<file path="config.mk">
export PLATFORM = sky130hd
export DESIGN_NAME = nav_cycle_phase_sequencer_core
export DESIGN_NICKNAME = d
export VERILOG_FILES = /design/src/hdl/ncps_pkg.sv /design/src/hdl/ncps_ram.sv /design/src/hdl/ncps_seq.sv /design/src/hdl/ncps_eval.sv /design/src/hdl/nav_cycle_phase_sequencer_core.sv
export SDC_FILE = /design/constraint.sdc
export NUM_CORES = 1
export LEC_CHECK = 0
export BUFFER_PORTS_ARGS = -buffer_cell sky130_fd_sc_hd__buf_2
export CORE_UTILIZATION = 61
export CTS_BUF_LIST = sky130_fd_sc_hd__clkbuf_4 sky130_fd_sc_hd__clkbuf_8
export DETAILED_ROUTE_END_ITERATION = 10
export GPL_ROUTABILITY_DRIVEN = 0
export PLACE_DENSITY = 0.76
export SLEW_MARGIN = 20
export SYNTH_ARGS = -nofsm -noshare
export SYNTH_HDL_FRONTEND = slang
export SYNTH_SLANG_ARGS = --single-unit
</file>
<file path="constraint.sdc">
create_clock -name aclk -period 9.01 [get_ports aclk]
set_input_delay 0.901 -clock aclk [delete_from_list [all_inputs] [get_ports aclk]]
set_output_delay 0.901 -clock aclk [all_outputs]
set_load 0.05 [all_outputs]
</file>
<file path="src/hdl/ncps_pkg.sv">
// shared types, constants and trigger template table of the navigation cycle sequencer
`default_nettype none

package ncps_pkg;

    // fixed field widths
    localparam int PHASE_W     = 10;
    localparam int POWER_W     = 8;
    localparam int POS_W       = 11;
    localparam int GOLD_W      = 6;
    localparam int CLKCNT_W    = 16;
    localparam int SLOT_T_W    = 7;
    localparam int SLOT_K_W    = 3;
    localparam int SLOT_NUM_W  = 5;
    localparam int ROM_ADDR_W  = 8;
    localparam int CFG_IDX_W   = 2;
    localparam int CFG_DATA_W  = 8;

    // template length and derived rom layout
    localparam int TEMPLATE_LEN = 40;
    localparam int ROM_DEPTH    = 4 * TEMPLATE_LEN;

    // phase codes
    localparam logic [PHASE_W-1:0] PH_ZERO = 10'd499;
    localparam logic [PHASE_W-1:0] PH_GAP  = 10'd238;

    // command codes
    localparam logic CMD_TICK  = 1'b0;
    localparam logic CMD_WRITE = 1'b1;

    // configuration register indexes
    localparam logic [CFG_IDX_W-1:0] CFG_INTERLACED = 2'd0;
    localparam logic [CFG_IDX_W-1:0] CFG_RX_COMP    = 2'd1;
    localparam logic [CFG_IDX_W-1:0] CFG_PWR_FLOOR  = 2'd2;
    localparam logic [CFG_IDX_W-1:0] CFG_PWR_CEIL   = 2'd3;

    // 64-bit gold code, bit g selects the trigger template of cycle g
    localparam logic [63:0] GOLD_CODE = {32'hAE32BD97, 32'hFA9B8700};

    // input beat
    typedef struct packed {
        logic                  cmd;
        logic [4:0]            slot_index;
        logic [PHASE_W-1:0]    slot_offset;
        logic [POWER_W-1:0]    slot_power;
    } ncps_in_t;

    // result beat
    typedef struct packed {
        logic [PHASE_W-1:0]    ch1_phase;
        logic [PHASE_W-1:0]    ch2_phase;
        logic [POWER_W-1:0]    f1_power;
        logic [POWER_W-1:0]    f2_power;
        logic                  cycle_end;
    } ncps_out_t;

    // configuration registers
    typedef struct packed {
        logic                  interlaced_mode;
        logic                  receiver_compensation;
        logic [POWER_W-1:0]    power_floor;
        logic [POWER_W-1:0]    power_ceiling;
    } ncps_cfg_t;

    // slot table entry
    typedef struct packed {
        logic [PHASE_W-1:0]    offset;
        logic [POWER_W-1:0]    power;
    } ncps_slot_t;

    localparam int SLOT_W = $bits(ncps_slot_t);

    // one channel's phase and amplitude
    typedef struct packed {
        logic [PHASE_W-1:0]    phase;
        logic [POWER_W-1:0]    power;
    } ncps_chan_t;

    // what drives a channel in a given millisecond
    typedef enum logic [2:0] {
        CH_IDLE,
        CH_CEIL,
        CH_ROM,
        CH_SLOT,
        CH_GAP
    } ncps_chan_mode_t;

    // decoded tick handed from the sequencer to the evaluation stage
    typedef struct packed {
        ncps_chan_mode_t         f1_mode;
        ncps_chan_mode_t         f2_mode;
        logic [ROM_ADDR_W-1:0]   rom_addr;
        logic [PHASE_W-1:0]      ramp;
        logic                    a_in_table;
        logic                    a_written;
        logic                    b_in_table;
        logic                    b_written;
        logic                    cycle_end;
    } ncps_ctx_t;

    // sine templates: [compensation][50 Hz, 37.5 Hz][n]
    localparam logic [PHASE_W-1:0] TRIGGER_ROM [ROM_DEPTH] = '{
        // ideal, 50 Hz
        10'd499, 10'd638, 10'd764, 10'd863, 10'd927, 10'd949, 10'd927, 10'd863, 10'd764, 10'd638,
        10'd499, 10'd360, 10'd234, 10'd135, 10'd71,  10'd49,  10'd71,  10'd135, 10'd234, 10'd360,
        10'd499, 10'd638, 10'd764, 10'd863, 10'd927, 10'd949, 10'd927, 10'd863, 10'd764, 10'd638,
        10'd499, 10'd360, 10'd234, 10'd135, 10'd71,  10'd49,  10'd71,  10'd135, 10'd234, 10'd360,
        // ideal, 37.5 Hz
        10'd499, 10'd394, 10'd295, 10'd207, 10'd135, 10'd83,  10'd55,  10'd50,  10'd71,  10'd115,
        10'd181, 10'd264, 10'd360, 10'd464, 10'd569, 10'd671, 10'd764, 10'd841, 10'd900, 10'd937,
        10'd949, 10'd937, 10'd900, 10'd841, 10'd764, 10'd671, 10'd569, 10'd464, 10'd360, 10'd264,
        10'd181, 10'd115, 10'd71,  10'd50,  10'd55,  10'd83,  10'd135, 10'd207, 10'd295, 10'd394,
        // compensated, 50 Hz
        10'd640, 10'd765, 10'd864, 10'd927, 10'd949, 10'd926, 10'd862, 10'd762, 10'd637, 10'd497,
        10'd358, 10'd233, 10'd134, 10'd71,  10'd50,  10'd72,  10'd136, 10'd236, 10'd361, 10'd501,
        10'd640, 10'd765, 10'd864, 10'd927, 10'd949, 10'd926, 10'd862, 10'd762, 10'd637, 10'd497,
        10'd358, 10'd233, 10'd134, 10'd71,  10'd50,  10'd72,  10'd136, 10'd236, 10'd361, 10'd501,
        // compensated, 37.5 Hz
        10'd392, 10'd293, 10'd205, 10'd134, 10'd82,  10'd54,  10'd51,  10'd72,  10'd117, 10'd182,
        10'd266, 10'd362, 10'd466, 10'd572, 10'd673, 10'd765, 10'd843, 10'd901, 10'd937, 10'd949,
        10'd936, 10'd899, 10'd840, 10'd762, 10'd669, 10'd567, 10'd461, 10'd358, 10'd262, 10'd179,
        10'd114, 10'd70,  10'd50,  10'd55,  10'd84,  10'd136, 10'd209, 10'd297, 10'd396, 10'd501
    };

endpackage

`default_nettype wire

</file>
<file path="src/hdl/ncps_ram.sv">
// generic single write port, single read port ram with registered read
`default_nettype none

module ncps_ram #(
    parameter int WIDTH = 18,
    parameter int DEPTH = 24
) (
    input  wire logic                     aclk,
    input  wire logic                     we,
    input  wire logic [$clog2(DEPTH)-1:0] waddr,
    input  wire logic [WIDTH-1:0]         wdata,
    input  wire logic                     re,
    input  wire logic [$clog2(DEPTH)-1:0] raddr,
    output logic      [WIDTH-1:0]         rdata
);

    logic [WIDTH-1:0] mem_reg [DEPTH];

    // write port
    always_ff @(posedge aclk) begin
        if (we) begin
            mem_reg[waddr] <= wdata;
        end
    end

    // registered read, held while no read is issued
    always_ff @(posedge aclk) begin
        if (re) begin
            rdata <= mem_reg[raddr];
        end
    end

endmodule

`default_nettype wire

</file>
<file path="src/hdl/ncps_seq.sv">
// cycle position counters, period decode, slot table addressing and write control
`default_nettype none

module ncps_seq #(
    parameter int SLOTS_PER_CYCLE = 8,
    parameter int SLOTS_TOTAL     = 24
) (
    input  wire logic                          aclk,
    input  wire logic                          aresetn,
    input  wire ncps_pkg::ncps_cfg_t           cfg,
    input  wire logic                          tick_fire,
    input  wire logic                          wr_fire,
    input  wire ncps_pkg::ncps_in_t            in_beat,
    output ncps_pkg::ncps_ctx_t                ctx,
    output logic [$clog2(SLOTS_TOTAL)-1:0]     rd_addr_a,
    output logic [$clog2(SLOTS_TOTAL)-1:0]     rd_addr_b,
    output logic                               wr_en,
    output logic [$clog2(SLOTS_TOTAL)-1:0]     wr_addr,
    output ncps_pkg::ncps_slot_t               wr_data
);

    localparam int ADDR_W   = $clog2(SLOTS_TOTAL);
    localparam int NAV_LEN  = SLOTS_PER_CYCLE * 80;
    localparam int F1_START = 340;
    localparam int F2_START = F1_START + NAV_LEN + 40;
    localparam int CYCLE_MS = F2_START + NAV_LEN + 20;

    localparam logic [ncps_pkg::POS_W-1:0] TRIG_BEGIN = 11'd45;
    localparam logic [ncps_pkg::POS_W-1:0] TRIG_END   = 11'd85;
    localparam logic [ncps_pkg::POS_W-1:0] CLK_BEGIN  = 11'd95;
    localparam logic [ncps_pkg::POS_W-1:0] CLK_END    = 11'd115;
    localparam logic [ncps_pkg::POS_W-1:0] SET2_END   = 11'd120;
    localparam logic [ncps_pkg::POS_W-1:0] SET3_BEGIN = 11'd300;
    localparam logic [ncps_pkg::POS_W-1:0] F1_BEGIN   = ncps_pkg::POS_W'(F1_START);
    localparam logic [ncps_pkg::POS_W-1:0] F1_END     = ncps_pkg::POS_W'(F1_START + NAV_LEN);
    localparam logic [ncps_pkg::POS_W-1:0] F2_BEGIN   = ncps_pkg::POS_W'(F2_START);
    localparam logic [ncps_pkg::POS_W-1:0] F2_END     = ncps_pkg::POS_W'(F2_START + NAV_LEN);
    localparam logic [ncps_pkg::POS_W-1:0] LAST_MS    = ncps_pkg::POS_W'(CYCLE_MS - 1);
    localparam logic [5:0] CLK_LEN = 6'(ncps_pkg::TEMPLATE_LEN / 2);
    localparam logic [ncps_pkg::SLOT_K_W-1:0] LAST_K = ncps_pkg::SLOT_K_W'(SLOTS_PER_CYCLE - 1);
    localparam logic [ncps_pkg::SLOT_NUM_W-1:0] TOTAL_NUM =
        ncps_pkg::SLOT_NUM_W'(SLOTS_TOTAL);

    logic [ncps_pkg::POS_W-1:0]    ms_pos_reg,    ms_pos_next;
    logic [ncps_pkg::GOLD_W-1:0]   gold_reg,      gold_next;
    logic [ncps_pkg::CLKCNT_W-1:0] clk_count_reg, clk_count_next;
    logic [ncps_pkg::SLOT_T_W-1:0] slot_t_reg,    slot_t_next;
    logic [ncps_pkg::SLOT_K_W-1:0] slot_k_reg,    slot_k_next;
    logic [SLOTS_TOTAL-1:0]        written_reg;

    logic [ncps_pkg::POS_W-1:0]    p;
    logic [5:0]                    trig_off;
    logic [4:0]                    clk_off;
    logic [1:0]                    dibit;
    logic [5:0]                    clk_idx;
    logic [5:0]                    clk_idx_wrap;
    logic [ncps_pkg::ROM_ADDR_W-1:0] rom_base;
    logic [11:0]                   ramp_prod;
    logic [11:0]                   ramp_raw;
    logic [11:0]                   ramp_half;
    logic [ncps_pkg::SLOT_NUM_W-1:0] k_num;
    logic [ncps_pkg::SLOT_NUM_W-1:0] a_num;
    logic [ncps_pkg::SLOT_NUM_W-1:0] b_num;
    logic                          in_nav;
    logic                          last_ms;

    // rotation of the clock template for each dibit value
    function automatic logic [3:0] clock_shift(input logic [1:0] bits);
        logic [3:0] sh;
        unique case (bits)
            2'd0:    sh = 4'd0;
            2'd1:    sh = 4'd5;
            2'd2:    sh = 4'd15;
            2'd3:    sh = 4'd10;
            default: sh = 4'd0;
        endcase
        return sh;
    endfunction

    // template addressing for trigger and clock periods
    always_comb begin
        p            = ms_pos_reg;
        trig_off     = 6'(p - TRIG_BEGIN);
        clk_off      = 5'(p - CLK_BEGIN);
        dibit        = clk_count_reg[{gold_reg[2:0], 1'b0} +: 2] ^ {2{gold_reg[5]}};
        clk_idx      = 6'(clk_off) + 6'(clock_shift(dibit));
        clk_idx_wrap = (clk_idx >= CLK_LEN) ? clk_idx - CLK_LEN : clk_idx;
        rom_base     = cfg.receiver_compensation ?
                       ncps_pkg::ROM_ADDR_W'(2 * ncps_pkg::TEMPLATE_LEN) : '0;
    end

    // ramp of the nav slot, reduced mod 1000
    always_comb begin
        ramp_prod = 12'(slot_t_reg) * 12'd40;
        ramp_raw  = (slot_t_reg < 7'd40) ? ramp_prod : 12'd3600 - ramp_prod;
        ramp_half = (ramp_raw >= 12'd2000) ? ramp_raw - 12'd2000 : ramp_raw;
    end

    // period decode and slot selection
    always_comb begin
        k_num   = ncps_pkg::SLOT_NUM_W'(slot_k_reg);
        a_num   = k_num;
        b_num   = k_num;
        in_nav  = 1'b0;
        last_ms = (p == LAST_MS);

        ctx            = '0;
        ctx.f1_mode    = ncps_pkg::CH_IDLE;
        ctx.f2_mode    = ncps_pkg::CH_IDLE;
        ctx.ramp       = ncps_pkg::PHASE_W'((ramp_half >= 12'd1000) ?
                                            ramp_half - 12'd1000 : ramp_half);
        ctx.cycle_end  = last_ms;

        priority if (p < TRIG_BEGIN || (p >= TRIG_END && p < CLK_BEGIN) ||
                     (p >= CLK_END && p < SET2_END) || (p >= SET3_BEGIN && p < F1_BEGIN)) begin
            ctx.f1_mode = ncps_pkg::CH_CEIL;
        end else if (p < TRIG_END) begin
            ctx.f1_mode  = ncps_pkg::CH_ROM;
            ctx.rom_addr = rom_base + (ncps_pkg::GOLD_CODE[gold_reg] ?
                           ncps_pkg::ROM_ADDR_W'(ncps_pkg::TEMPLATE_LEN) : '0) +
                           ncps_pkg::ROM_ADDR_W'(trig_off);
        end else if (p >= CLK_BEGIN && p < CLK_END) begin
            ctx.f1_mode  = ncps_pkg::CH_ROM;
            ctx.rom_addr = rom_base + ncps_pkg::ROM_ADDR_W'(clk_idx_wrap);
        end else if (p >= F1_BEGIN && p < F1_END) begin
            in_nav      = 1'b1;
            ctx.f1_mode = ncps_pkg::CH_SLOT;
            b_num       = k_num + (gold_reg[0] ? 5'd16 : 5'd8);
            if (cfg.interlaced_mode) begin
                ctx.f2_mode = ncps_pkg::CH_SLOT;
            end
        end else if (p >= F2_BEGIN && p < F2_END) begin
            in_nav      = 1'b1;
            ctx.f2_mode = ncps_pkg::CH_SLOT;
            a_num       = k_num + (gold_reg[0] ? 5'd8 : 5'd16);
            if (cfg.interlaced_mode) begin
                ctx.f1_mode = ncps_pkg::CH_SLOT;
            end
        end else begin
            ctx.f1_mode = ncps_pkg::CH_GAP;
            ctx.f2_mode = ncps_pkg::CH_GAP;
        end

        rd_addr_a      = a_num[ADDR_W-1:0];
        rd_addr_b      = b_num[ADDR_W-1:0];
        ctx.a_in_table = (a_num < TOTAL_NUM);
        ctx.b_in_table = (b_num < TOTAL_NUM);
        ctx.a_written  = ctx.a_in_table && written_reg[rd_addr_a];
        ctx.b_written  = ctx.b_in_table && written_reg[rd_addr_b];
    end

    // next cycle position
    always_comb begin
        ms_pos_next    = last_ms ? '0 : p + 1'b1;
        gold_next      = last_ms ? gold_reg + 1'b1 : gold_reg;
        clk_count_next = (last_ms && gold_reg == '1) ? clk_count_reg + 1'b1 : clk_count_reg;
        slot_t_next    = slot_t_reg;
        slot_k_next    = slot_k_reg;
        if (in_nav) begin
            if (slot_t_reg == 7'd79) begin
                slot_t_next = '0;
                slot_k_next = (slot_k_reg == LAST_K) ? '0 : slot_k_reg + 1'b1;
            end else begin
                slot_t_next = slot_t_reg + 1'b1;
            end
        end
    end

    // slot table write beat
    always_comb begin
        wr_en          = wr_fire && (in_beat.slot_index < TOTAL_NUM);
        wr_addr        = in_beat.slot_index[ADDR_W-1:0];
        wr_data.offset = in_beat.slot_offset;
        wr_data.power  = in_beat.slot_power;
    end

    // position state, advanced once per tick
    always_ff @(posedge aclk) begin
        if (!aresetn) begin
            ms_pos_reg    <= '0;
            gold_reg      <= '0;
            clk_count_reg <= '0;
            slot_t_reg    <= '0;
            slot_k_reg    <= '0;
        end else if (tick_fire) begin
            ms_pos_reg    <= ms_pos_next;
            gold_reg      <= gold_next;
            clk_count_reg <= clk_count_next;
            slot_t_reg    <= slot_t_next;
            slot_k_reg    <= slot_k_next;
        end
    end

    // entry written flags, unwritten entries read as offset 0 at amplitude 0
    always_ff @(posedge aclk) begin
        if (!aresetn) begin
            written_reg <= '0;
        end else if (wr_en) begin
            written_reg[wr_addr] <= 1'b1;
        end
    end

endmodule

`default_nettype wire

</file>
<file path="src/hdl/ncps_eval.sv">
// slot evaluation, channel selection and output register of the sequencer
`default_nettype none

module ncps_eval (
    input  wire logic                    aclk,
    input  wire logic                    aresetn,
    input  wire ncps_pkg::ncps_cfg_t     cfg,
    input  wire logic                    load,
    input  wire ncps_pkg::ncps_ctx_t     ctx,
    input  wire ncps_pkg::ncps_slot_t    slot_a,
    input  wire ncps_pkg::ncps_slot_t    slot_b,
    output logic                         take_ready,
    output logic                         m_valid,
    input  wire logic                    m_ready,
    output ncps_pkg::ncps_out_t          m_data
);

    logic                  s1_valid_reg, s1_valid_next;
    ncps_pkg::ncps_ctx_t   ctx_reg;
    logic                  out_valid_reg, out_valid_next;
    ncps_pkg::ncps_out_t   out_data_reg;

    logic                  out_free;
    logic                  s1_adv;
    ncps_pkg::ncps_chan_t  slot_res_a;
    ncps_pkg::ncps_chan_t  slot_res_b;
    ncps_pkg::ncps_chan_t  ch1;
    ncps_pkg::ncps_chan_t  ch2;
    ncps_pkg::ncps_out_t   result;

    // phase and amplitude of one nav slot
    function automatic ncps_pkg::ncps_chan_t slot_eval(
        input logic                          in_table,
        input logic                          written,
        input ncps_pkg::ncps_slot_t          entry,
        input logic [ncps_pkg::PHASE_W-1:0]  ramp,
        input logic [ncps_pkg::POWER_W-1:0]  floor_pw
    );
        ncps_pkg::ncps_chan_t          res;
        logic [ncps_pkg::PHASE_W-1:0]  off;
        logic [11:0]                   sum;
        logic [11:0]                   sum_half;
        off = (in_table && written) ? entry.offset : '0;
        if (!in_table) begin
            res.power = floor_pw;
        end else if (written) begin
            res.power = entry.power;
        end else begin
            res.power = '0;
        end
        sum      = 12'(ncps_pkg::PH_ZERO) + 12'(off) + 12'(ramp);
        sum_half = (sum >= 12'd2000) ? sum - 12'd2000 : sum;
        if (res.power > floor_pw) begin
            res.phase = ncps_pkg::PHASE_W'((sum_half >= 12'd1000) ?
                                           sum_half - 12'd1000 : sum_half);
        end else begin
            res.phase = ncps_pkg::PH_ZERO;
        end
        return res;
    endfunction

    // one channel from its mode
    function automatic ncps_pkg::ncps_chan_t chan_pick(
        input ncps_pkg::ncps_chan_mode_t        mode,
        input ncps_pkg::ncps_chan_t             slot_res,
        input logic [ncps_pkg::ROM_ADDR_W-1:0]  rom_addr,
        input ncps_pkg::ncps_cfg_t              c
    );
        ncps_pkg::ncps_chan_t res;
        unique case (mode)
            ncps_pkg::CH_IDLE: begin
                res.phase = ncps_pkg::PH_ZERO;
                res.power = c.power_floor;
            end
            ncps_pkg::CH_CEIL: begin
                res.phase = ncps_pkg::PH_ZERO;
                res.power = c.power_ceiling;
            end
            ncps_pkg::CH_ROM: begin
                res.phase = ncps_pkg::TRIGGER_ROM[rom_addr];
                res.power = c.power_ceiling;
            end
            ncps_pkg::CH_SLOT: begin
                res = slot_res;
            end
            ncps_pkg::CH_GAP: begin
                res.phase = ncps_pkg::PH_GAP;
                res.power = c.power_floor;
            end
            default: begin
                res.phase = ncps_pkg::PH_ZERO;
                res.power = c.power_floor;
            end
        endcase
        return res;
    endfunction

    // handshake between the decode stage and the output register
    always_comb begin
        out_free       = !out_valid_reg || m_ready;
        s1_adv         = s1_valid_reg && out_free;
        take_ready     = !s1_valid_reg || out_free;
        s1_valid_next  = load ? 1'b1 : (s1_adv ? 1'b0 : s1_valid_reg);
        out_valid_next = s1_adv ? 1'b1 : (m_ready ? 1'b0 : out_valid_reg);
    end

    // result assembly from the slot table read data
    always_comb begin
        slot_res_a = slot_eval(ctx_reg.a_in_table, ctx_reg.a_written, slot_a,
                               ctx_reg.ramp, cfg.power_floor);
        slot_res_b = slot_eval(ctx_reg.b_in_table, ctx_reg.b_written, slot_b,
                               ctx_reg.ramp, cfg.power_floor);
        ch1 = chan_pick(ctx_reg.f1_mode, slot_res_a, ctx_reg.rom_addr, cfg);
        ch2 = chan_pick(ctx_reg.f2_mode, slot_res_b, ctx_reg.rom_addr, cfg);
        result.ch1_phase = ch1.phase;
        result.f1_power  = ch1.power;
        result.ch2_phase = ch2.phase;
        result.f2_power  = ch2.power;
        result.cycle_end = ctx_reg.cycle_end;
    end

    // stage and output valid flags
    always_ff @(posedge aclk) begin
        if (!aresetn) begin
            s1_valid_reg  <= 1'b0;
            out_valid_reg <= 1'b0;
        end else begin
            s1_valid_reg  <= s1_valid_next;
            out_valid_reg <= out_valid_next;
        end
    end

    // stage and output payload
    always_ff @(posedge aclk) begin
        if (load) begin
            ctx_reg <= ctx;
        end
        if (s1_adv) begin
            out_data_reg <= result;
        end
    end

    assign m_valid = out_valid_reg;
    assign m_data  = out_data_reg;

endmodule

`default_nettype wire

</file>
<file path="src/hdl/nav_cycle_phase_sequencer_core.sv">
// top level of the navigation cycle phase sequencer
// Each tick beat (cmd 0) yields one result beat giving both channels' phase and
// amplitude for one millisecond of the navigation cycle; a write beat (cmd 1) loads
// one slot table entry and yields no result. The block takes one beat per clock
// cycle unless a held result stalls a full pipeline. The edge that accepts a tick
// captures the decoded cycle position and the slot table read, whose two copies
// (one per channel) have a registered read port; the output register takes the result
// once it is empty or being read out, and m_valid rises when it is loaded.
// A write is visible to a tick accepted in the following cycle. Slot entries never
// written read as offset 0 at amplitude 0; no clearing pass is needed after reset.
// Configuration writes are taken in any cycle but belong to idle periods.
`default_nettype none

module nav_cycle_phase_sequencer_core #(
    parameter int SLOTS_PER_CYCLE = 8,
    parameter int SLOTS_TOTAL     = 24
) (
    input  wire logic                               aclk,
    input  wire logic                               aresetn,
    input  wire logic                               s_valid,
    output logic                                    s_ready,
    input  wire ncps_pkg::ncps_in_t                 s_data,
    output logic                                    m_valid,
    input  wire logic                               m_ready,
    output ncps_pkg::ncps_out_t                     m_data,
    input  wire logic                               cfg_valid,
    output logic                                    cfg_ready,
    input  wire logic [ncps_pkg::CFG_IDX_W-1:0]     cfg_index,
    input  wire logic [ncps_pkg::CFG_DATA_W-1:0]    cfg_data
);

    localparam int ADDR_W = $clog2(SLOTS_TOTAL);

    ncps_pkg::ncps_cfg_t   cfg_reg, cfg_next;
    logic                  take_ready;
    logic                  tick_fire;
    logic                  wr_fire;
    ncps_pkg::ncps_ctx_t   ctx;
    logic [ADDR_W-1:0]     rd_addr_a;
    logic [ADDR_W-1:0]     rd_addr_b;
    logic                  wr_en;
    logic [ADDR_W-1:0]     wr_addr;
    ncps_pkg::ncps_slot_t  wr_data;
    ncps_pkg::ncps_slot_t  slot_a;
    ncps_pkg::ncps_slot_t  slot_b;

    // input beat decode
    assign s_ready   = take_ready;
    assign tick_fire = s_valid && take_ready && (s_data.cmd == ncps_pkg::CMD_TICK);
    assign wr_fire   = s_valid && take_ready && (s_data.cmd == ncps_pkg::CMD_WRITE);
    assign cfg_ready = 1'b1;

    // configuration register write
    always_comb begin
        cfg_next = cfg_reg;
        if (cfg_valid) begin
            unique case (cfg_index)
                ncps_pkg::CFG_INTERLACED: cfg_next.interlaced_mode       = cfg_data[0];
                ncps_pkg::CFG_RX_COMP:    cfg_next.receiver_compensation = cfg_data[0];
                ncps_pkg::CFG_PWR_FLOOR:  cfg_next.power_floor           = cfg_data;
                ncps_pkg::CFG_PWR_CEIL:   cfg_next.power_ceiling         = cfg_data;
                default:                  cfg_next                       = cfg_reg;
            endcase
        end
    end

    always_ff @(posedge aclk) begin
        if (!aresetn) begin
            cfg_reg.interlaced_mode       <= 1'b0;
            cfg_reg.receiver_compensation <= 1'b0;
            cfg_reg.power_floor           <= '0;
            cfg_reg.power_ceiling         <= '1;
        end else begin
            cfg_reg <= cfg_next;
        end
    end

    // cycle position and slot addressing
    ncps_seq #(
        .SLOTS_PER_CYCLE (SLOTS_PER_CYCLE),
        .SLOTS_TOTAL     (SLOTS_TOTAL)
    ) u_seq (
        .aclk      (aclk),
        .aresetn   (aresetn),
        .cfg       (cfg_reg),
        .tick_fire (tick_fire),
        .wr_fire   (wr_fire),
        .in_beat   (s_data),
        .ctx       (ctx),
        .rd_addr_a (rd_addr_a),
        .rd_addr_b (rd_addr_b),
        .wr_en     (wr_en),
        .wr_addr   (wr_addr),
        .wr_data   (wr_data)
    );

    // slot table copy read for channel one
    ncps_ram #(
        .WIDTH (ncps_pkg::SLOT_W),
        .DEPTH (SLOTS_TOTAL)
    ) u_ram_a (
        .aclk  (aclk),
        .we    (wr_en),
        .waddr (wr_addr),
        .wdata (wr_data),
        .re    (tick_fire),
        .raddr (rd_addr_a),
        .rdata (slot_a)
    );

    // slot table copy read for channel two
    ncps_ram #(
        .WIDTH (ncps_pkg::SLOT_W),
        .DEPTH (SLOTS_TOTAL)
    ) u_ram_b (
        .aclk  (aclk),
        .we    (wr_en),
        .waddr (wr_addr),
        .wdata (wr_data),
        .re    (tick_fire),
        .raddr (rd_addr_b),
        .rdata (slot_b)
    );

    // slot evaluation and result register
    ncps_eval u_eval (
        .aclk       (aclk),
        .aresetn    (aresetn),
        .cfg        (cfg_reg),
        .load       (tick_fire),
        .ctx        (ctx),
        .slot_a     (slot_a),
        .slot_b     (slot_b),
        .take_ready (take_ready),
        .m_valid    (m_valid),
        .m_ready    (m_ready),
        .m_data     (m_data)
    );

endmodule

`default_nettype wire

</file>
==> impl_metrics.tcl <==
set metrics [dict create \
    fin_setup_tns_ns 0 \
    worst_setup_path_end_kind "flop" \
    critical_path.reg2reg.startpoint "u_seq.gold_reg[0]" \
    global_route_wire_length_before_repair_um 115000 \
    cp_data_arrival_time_ns 5.47 \
    power-per-cell-area_nw_per_um2 171 \
    postCtsResizedCells 0 \
    netlist_top_cells_count "sky130_fd_sc_hd__edfxtp_1 (529), sky130_fd_sc_hd__nor2_1 (179), sky130_fd_sc_hd__nand2_1 (176)" \
    setup_ws_ns 3.94 \
    outcome "finished, final reports clean" \
    routed.top_layer "met5" \
    finalCritPeriodShare_pct 56.3 \
    worst_setup_path_startpoint "u_seq.gold_reg[0]" \
    setup.worst_path.class "reg -> reg" \
    drt-pass1-iter-count 7 \
    post-cts-setup-buffers 0 \
    synth.top_cell.area_share_pct 50.9 \
    wirelength_um 74200 \
    postLayoutCoreUtil_pct 68.2 \
    postSynthAreaPerCell_um2 13.1 \
    cts-root-buf "sky130_fd_sc_hd__clkbuf_8" \
    worst_skew_pair.late_latency_ns 0.68 \
    met2_routed_wirelength_um 36700 \
    clk_transition_reported_paths_ns 0.06 \
    pwr-share-seq_pct 53.7 \
    synth.largest_area_cell "sky130_fd_sc_hd__edfxtp_1" \
    core_area_um2 50300 \
    required_time_at_the_worst_slack_endpoint_ns 9.41 \
    total_power_mw 5.87 \
    total_leakage_power_nw 11.5 \
    grt_util_all_layers_pct 28.6 \
    die_height_um 228 \
    antenna_left 0 \
    finalWorstPathRequiredPeriod_ns 5.07 \
    crit_path_max_fanout 45 \
    achievable-frequency_mhz 197 \
    tightestPinTransition_ns 1.02 \
    final-hold-violation-count 0 \
    final_max_slew_viol_count 0 \
    worst_setup_path_start_kind "flop" \
    yosysUniqueCellTypes 99 \
    ctsHtreeMaxLevel 3 \
    power.ir.vdd_worst_mv 0.141 \
    leading_cell_types_by_total_area_after_synthesis "sky130_fd_sc_hd__edfxtp_1 (51%), sky130_fd_sc_hd__mux4_2 (12%), sky130_fd_sc_hd__dfxtp_1 (5.6%)" \
    max-clock-path-buffers 3 \
    hold_path.startpoint "u_eval.ctx_reg[0]" \
    num_rows 82 \
    postCtsHoldBufs 0 \
    synth_area_um2 31200 \
    io_buffers 77 \
    seq_area_frac_synth_pct 56.5 \
    p_sw_share_pct 22.8 \
    dpl.hpwl_um 48600 \
    net_count_final 2587 \
    rsz0062_at_grt "false" \
    yosys.cell_count.top_type "sky130_fd_sc_hd__edfxtp_1" \
    wl_per_cell_um 23.1 \
    drt_iter0_drc 2834 \
    place_worst_setup_slack_ns 3.96 \
    clock_sink_count 617 \
    cts_tree "done" \
    antenna_found_initial 3 \
    met1_length_um 29000 \
    inserted_clock_buffers 95 \
    yosysWarnings 0 \
    power_report.internal_total_mw 4.53 \
    slew-limit-headroom_pct 31.9 \
    grt_max_degree 108 \
    largest_register_ffs 432 \
    ys_dominant_reg_cell "sky130_fd_sc_hd__edfxtp_1" \
    first_global_vias 20400 \
    count_of_unresolved_drc_violations_after_routing 0 \
    globalRouteOverflowTotal 0 \
    final.setup_skew_ns 0.0247 \
    synth_edf_count 529 \
    fp.dieW_um 228 \
    synth-async-reset-ratio_pct 0 \
    final_layout_size_suffix_gt1_share_pct 20.2 \
    area_growth_syn_to_layout_pct 9.90 \
    net-switching-power_mw 1.34 \
    power_frac_comb_pct 6.0 \
    drv.max_cap_violation_count 0 \
    initial_utilization_pct 62.1 \
    vias 21100 \
    clockPowerShare_pct 40.3 \
    io_pins 79 \
    synth_register_bits 617 \
    setup_viol_count_final 0 \
    floorplan.die_area_um2 52100 \
    worst_hold_path_type "reg -> reg" \
    post_synth_inst_count 2379 \
    detail_route.vias_per_cell 6.57 \
    wl_met3_um 6300 \
]
## power groups by stage
| stage | logic [mW] | registers [mW] | clock network, mW |
|---|---|---|---|
| floorplan | 0.226 | 3.22 | 0 |
| global placement | 0.332 | 3.21 | 0 |
| detailed placement | 0.346 | 3.21 | 0 |
| CTS | 0.347 | 3.15 | 2.40 |
| global route | 0.384 | 3.15 | 2.53 |
| finish | 0.355 | 3.15 | 2.37 |
## worst max-delay path, cell delays in order, from the launching register on
cell	delay [ns]
sky130_fd_sc_hd__dfxtp_2	0.31
sky130_fd_sc_hd__buf_4	0.58
sky130_fd_sc_hd__mux4_2	0.59
sky130_fd_sc_hd__mux2i_1	0.19
sky130_fd_sc_hd__xnor2_1	0.17
sky130_fd_sc_hd__inv_1	0.07
sky130_fd_sc_hd__ha_1	0.19
sky130_fd_sc_hd__nor2_1	0.19
sky130_fd_sc_hd__inv_1	0.11
sky130_fd_sc_hd__ha_1	0.30
sky130_fd_sc_hd__a21o_1	0.18
sky130_fd_sc_hd__a21oi_1	0.22
sky130_fd_sc_hd__xor2_1	0.32
sky130_fd_sc_hd__ha_1	0.21
sky130_fd_sc_hd__nand2_1	0.05
sky130_fd_sc_hd__o21a_1	0.18
sky130_fd_sc_hd__nor3_1	0.18
sky130_fd_sc_hd__a21oi_1	0.07
sky130_fd_sc_hd__nor2_1	0.16
sky130_fd_sc_hd__ha_1	0.26
sky130_fd_sc_hd__a22oi_1	0.18
sky130_fd_sc_hd__nor2_1	0.06
## cells in the final DEF (no fill, tap or decap), types with 10 or more instances in the layout
cell,count
sky130_fd_sc_hd__clkinv_1,24
sky130_fd_sc_hd__or3_1,14
sky130_fd_sc_hd__and2_1,30
sky130_fd_sc_hd__a22oi_1,11
sky130_fd_sc_hd__o21a_1,37
sky130_fd_sc_hd__inv_1,63
sky130_fd_sc_hd__ha_1,88
sky130_fd_sc_hd__clkbuf_8,100
sky130_fd_sc_hd__clkbuf_4,37
sky130_fd_sc_hd__a31oi_1,18
sky130_fd_sc_hd__mux2i_1,41
sky130_fd_sc_hd__nand2_1,176
sky130_fd_sc_hd__a21oi_1,121
sky130_fd_sc_hd__buf_4,38
sky130_fd_sc_hd__dfxtp_1,84
sky130_fd_sc_hd__nand3_1,53
sky130_fd_sc_hd__o211ai_1,22
sky130_fd_sc_hd__a21o_1,16
sky130_fd_sc_hd__nor2b_1,41
sky130_fd_sc_hd__and3_1,19
sky130_fd_sc_hd__xor2_1,25
sky130_fd_sc_hd__nor2_2,24
sky130_fd_sc_hd__mux4_2,164
sky130_fd_sc_hd__a211oi_1,29
sky130_fd_sc_hd__buf_2,77
sky130_fd_sc_hd__nor2_1,155
sky130_fd_sc_hd__xnor2_1,64
sky130_fd_sc_hd__o21ai_0,121
sky130_fd_sc_hd__o31ai_1,10
sky130_fd_sc_hd__nor3_1,34
sky130_fd_sc_hd__nand2b_1,19
sky130_fd_sc_hd__nand4_1,15
sky130_fd_sc_hd__a21boi_0,14
sky130_fd_sc_hd__edfxtp_1,529
sky130_fd_sc_hd__o22ai_1,20
## area by class of cell
type / count / area (µm²)
diodes: 1 / 2.50
clock buffers: 137 / 1650
clock inverters: 40 / 313
fillers: 3398 / 16000
inverters: 68 / 255
multi-input cells: 1557 / 12900
flip-flops and latches: 617 / 17700
well taps: 672 / 841
repair buffers: 116 / 691
## logic make-up (layout without fill, tap and decap cells)
logic type	count (synthesis)	after routing	share of synthesized area [%]
buffers and inverters	207	361	2.55
other	1	4	0.0120
DFF	617	617	56.5
AOI/OAI and AO/OA	523	523	11.1
muxes	209	209	13.3
and+or+nand+nor	635	635	9.89
adders and majority gates	94	94	3.88
xor gates and xnor gates	93	93	2.68
## stage by stage
step | cells | cell area, µm² | hold slack [ns]
2_1_floorplan | 2381 | 31200 | 0.400
3_3_place_gp | 3029 | 32300 | 0.407
3_5_place_dp | 3030 | 32300 | 0.409
4_1_cts | 3207 | 34300 | 0.386
5_1_grt | 3207 | 34300 | 0.423
6_report | 3208 | 34300 | 0.428
## worst paths after layout
path,end,slack (ns),cells after the start
worst max register to register,u_eval.ctx_reg[20],3.94,21
worst max-delay path,u_eval.ctx_reg[20],3.94,21
worst min-delay path,u_eval.m_data[0],0.43,0
worst min register to register,u_eval.m_data[0],0.43,0
## routing by layer
metal	global-route usage (%)	up-vias
li1	-	9378
met1	38.2	10400
met2	47.7	1138
met3	4.61	199
met4	10.3	4
met5	0	-
Note: power is estimated with default switching activity, not from simulation.
